`src/hw/rtl/tlca_ram.sv`:
```
// Generic single-write, single-read RAM with registered read data.
// No dependencies.
module tlca_ram #(
  parameter int WIDTH = 8,
  parameter int DEPTH = 16
) (
  input  logic                     clk,
  input  logic                     we,
  input  logic [$clog2(DEPTH)-1:0] waddr,
  input  logic [WIDTH-1:0]         wdata,
  input  logic [$clog2(DEPTH)-1:0] raddr,
  output logic [WIDTH-1:0]         rdata
);

  logic [WIDTH-1:0] mem [DEPTH];

  always_ff @(posedge clk) begin
    if (we) begin
      mem[waddr] <= wdata;
    end
    rdata <= mem[raddr];
  end

endmodule

```
`config.mk`:
```
export PLATFORM = sky130hd
export DESIGN_NAME = tlca_ram
export DESIGN_NICKNAME = d
export VERILOG_FILES = /design/src/hw/rtl/tlca_ram.sv
export SDC_FILE = /design/constraint.sdc
export NUM_CORES = 1
export LEC_CHECK = 0
export BUFFER_PORTS_ARGS = -buffer_cell sky130_fd_sc_hd__buf_2
export CORE_MARGIN = 2
export CORE_UTILIZATION = 60
export DETAILED_ROUTE_END_ITERATION = 7
export GPL_ROUTABILITY_DRIVEN = 0
export HOLD_SLACK_MARGIN = 0.06
export PLACE_DENSITY_LB_ADDON = 0.05
export SLEW_MARGIN = 20
export SYNTH_ARGS = -nofsm -noshare
export SYNTH_HDL_FRONTEND = slang
export SYNTH_SLANG_ARGS = --single-unit
```
`constraint.sdc`:
```
create_clock -name clk -period 2.3 [get_ports clk]
set_clock_uncertainty 0.15 [all_clocks]
set_input_delay 0.23 -clock clk [delete_from_list [all_inputs] [get_ports clk]]
set_output_delay 0.23 -clock clk [all_outputs]
set_load 0.005 [all_outputs]
```
==> out/qor.csv <==
metric,value,unit
DIE WIDTH,96.6,microns
startpoint types,input port,
chain of cells forming the critical path,dlygate4sd3_1 > buf_2 > or3b_2 > dlygate4sd3_1 > nor2_2 > buf_4,
net count reported at finish,313,
vias in the first global route,2574,
CP endpoint kind,flop,
worst slew pin tran,0.777,ns
min cycle time layout,2.24,ns
Syn. warnings,0,
Post-CTS Repair Setup Buffers,0,
H-tree depth,4,
largest area contributor in the netlist,edfxtp_1,
CTS tree,yes,
HP Class,input port to flop,
Tcrit/Tclk final,97.5,%
area share of the largest cell type after synthesis,74.7,%
I/O Pins,26,
via count,2490,
die height,96.6,microns
FMAX,0.446,GHz
DR iter-0 viols,143,
RSZ-0062 raised after global routing,no,
VDD IR max,0.542,mV
DP HPWL,6040,microns
worst skew pair latency,0.52,ns
Post-DRT Antenna Nets,0,
setup violators final,0,
Slew Limit Fails,0,
root buf cell,clkbuf_8,
DRT Wirelength,9270,microns
CTS buffer count,17,
clock tree buffer depth,2,
Leak,2.10,nW
wire length of the first global-routing pass,14700,microns
Post-Syn Area per Cell,22.5,sq um
Rel. slew slack,48.1,%
Antenna diodes,0,
critical path class,input port to flop,
synth-to-layout area growth,19.3,%
sequential share of the synthesized area,77.8,%
via/cell ratio,6.03,
Worst EP required,2.37,ns
"Slowest-stage cell, CP",dlygate4sd3_1,
Synth Net Count,247,
# clock sinks,136,
PD cells,876,nW/um^2
Netlist cell types,19,
Core Region,8260,sq um
final setup TNS,0,ns
Max Fanout on Critical Path,7,
PortBufs,25,
# DRC,0,
initial antenna violation count,0,
Starting Density,62.3,%
critical path arrival,2.31,ns
crit-path max cell delay,0.60,ns
Die ar.,9340,sq um
Worst-path clk slew,0.06,ns
"Cell Area, Placed",5490,sq um
max_cap viols,0,
Yosys reg bits,136,
status,finished clean,
total gr overflow,0,
Avg WL per Cell,22.4,microns
Std-Cell Rows,33,
Final Hold Vio Count,0,
post-route cell area,6140,sq um
post-synth design cell area,5150,sq um
GR Util All Layers,22.1,%
layout cell share with drive strength beyond 1,30.5,%
crit-path most repeated cell,dlygate4sd3_1,
first-pass detailed-route iteration total,4,
synth top area cells,"edfxtp_1 (75%), mux4_2 (7.9%), mux4_1 (7.1%), dfxtp_1 (3.1%), a22oi_1 (2.3%)",
largest net degree at the start of global routing,17,
cell count after synthesis,229,
per-layer routing:
layer,global-route usage (%),share of wire [%]
met1,28.7,42
met3,6.72,5.3
met4,10.4,2.8
met2,34.6,50
met5,0,0
worst paths after layout:
| kind | start | endpoint | slack (ns) | cells past startpoint |
|---|---|---|---|---|
| min reg2reg | mem[14][2]$_DFFE_PP_ | rdata[2]$_DFF_P_ | 0.53 | 3 |
| min | waddr[1] | mem[4][5]$_DFFE_PP_ | 0.13 | 3 |
| max | waddr[2] | mem[1][1]$_DFFE_PP_ | 0.06 | 6 |
| max reg2reg | mem[11][5]$_DFFE_PP_ | rdata[5]$_DFF_P_ | 0.74 | 3 |
worst max-delay path: cells and delay by family:
family,cells,cell delay [ns]
buf+inv,4,1.44
simple gates,2,0.63
state kept, by name, summed over array words and instances, names as in the netlist:
signal and cells:
mem 128, rdata 8
layout by cell type, fill, tap and decap left out, types with 9 or more instances in the layout:
cell,synthesis,routed
nor2_1,13,12
buf_2,3,25
nand2_1,9,9
edfxtp_1,128,128
a22oi_1,16,16
dlygate4sd3_1,0,12
clkbuf_16,0,16
mux4_2,18,18
mux4_1,14,14
buf_4,1,18
cells by family (layout without fill, tap and decap cells):
| group | after synthesis | in the layout | synth area share [%] |
|---|---|---|---|
| buf+inv | 10 | 89 | 1.68 |
| compound gates | 16 | 16 | 2.33 |
| mux | 32 | 32 | 15.0 |
| flops | 136 | 136 | 77.8 |
| simple gates | 35 | 35 | 3.18 |
what timing repair did:
action,in CTS,in global routing
resized for setup,0,1
endpoints found under the hold margin,130,0
endpoints found under the setup margin,0,7
hold buffers,12,0
final cells by class:
| class | count | area (sq um) |
|---|---|---|
| repair buffers | 57 | 420 |
| clock buffers | 19 | 422 |
| clock inverters | 13 | 103 |
| multi-input cells | 83 | 1060 |
| well taps | 105 | 131 |
| flip-flops and latches | 136 | 4000 |
| fillers | 492 | 2120 |
cells in the mapped netlist (all sizes together):
| library cell | number |
|---|---|
| a22oi | 16 |
| mux4 | 32 |
| nand3 | 1 |
| nand3b | 2 |
| or3b | 1 |
| dfxtp | 8 |
| nand2b | 2 |
| clkdlybuf4s25 | 3 |
| and2 | 1 |
| buf | 7 |
| edfxtp | 128 |
| nand2 | 9 |
| nor3 | 4 |
| and2b | 1 |
| nor2 | 13 |
| nor2b | 1 |
power breakdown:
part | total, mW | switching (mW) | internal (mW)
clock network | 2.33 | 0.999 | 1.33
registers | 2.79 | 0.0155 | 2.77
logic | 0.265 | 0.140 | 0.124
total | 5.38 | 1.16 | 4.22
metrics by stage:
stage                     util (%)  hold WS (ns)  cells  setup WS [ns]  total power, mW
final                         74.3         0.129    413         0.0586             5.38
after global placement        66.5         0.455    369          0.342             3.08
after CTS                     74.3        0.0984    413         0.0353             5.42
after global routing          74.3         0.126    413         0.0136             5.56
after floorplan                  -         0.179    229          0.427             2.98
after detailed placement      66.5         0.459    369          0.342             3.09
No activity file was read; power rests on OpenSTA's default activity.
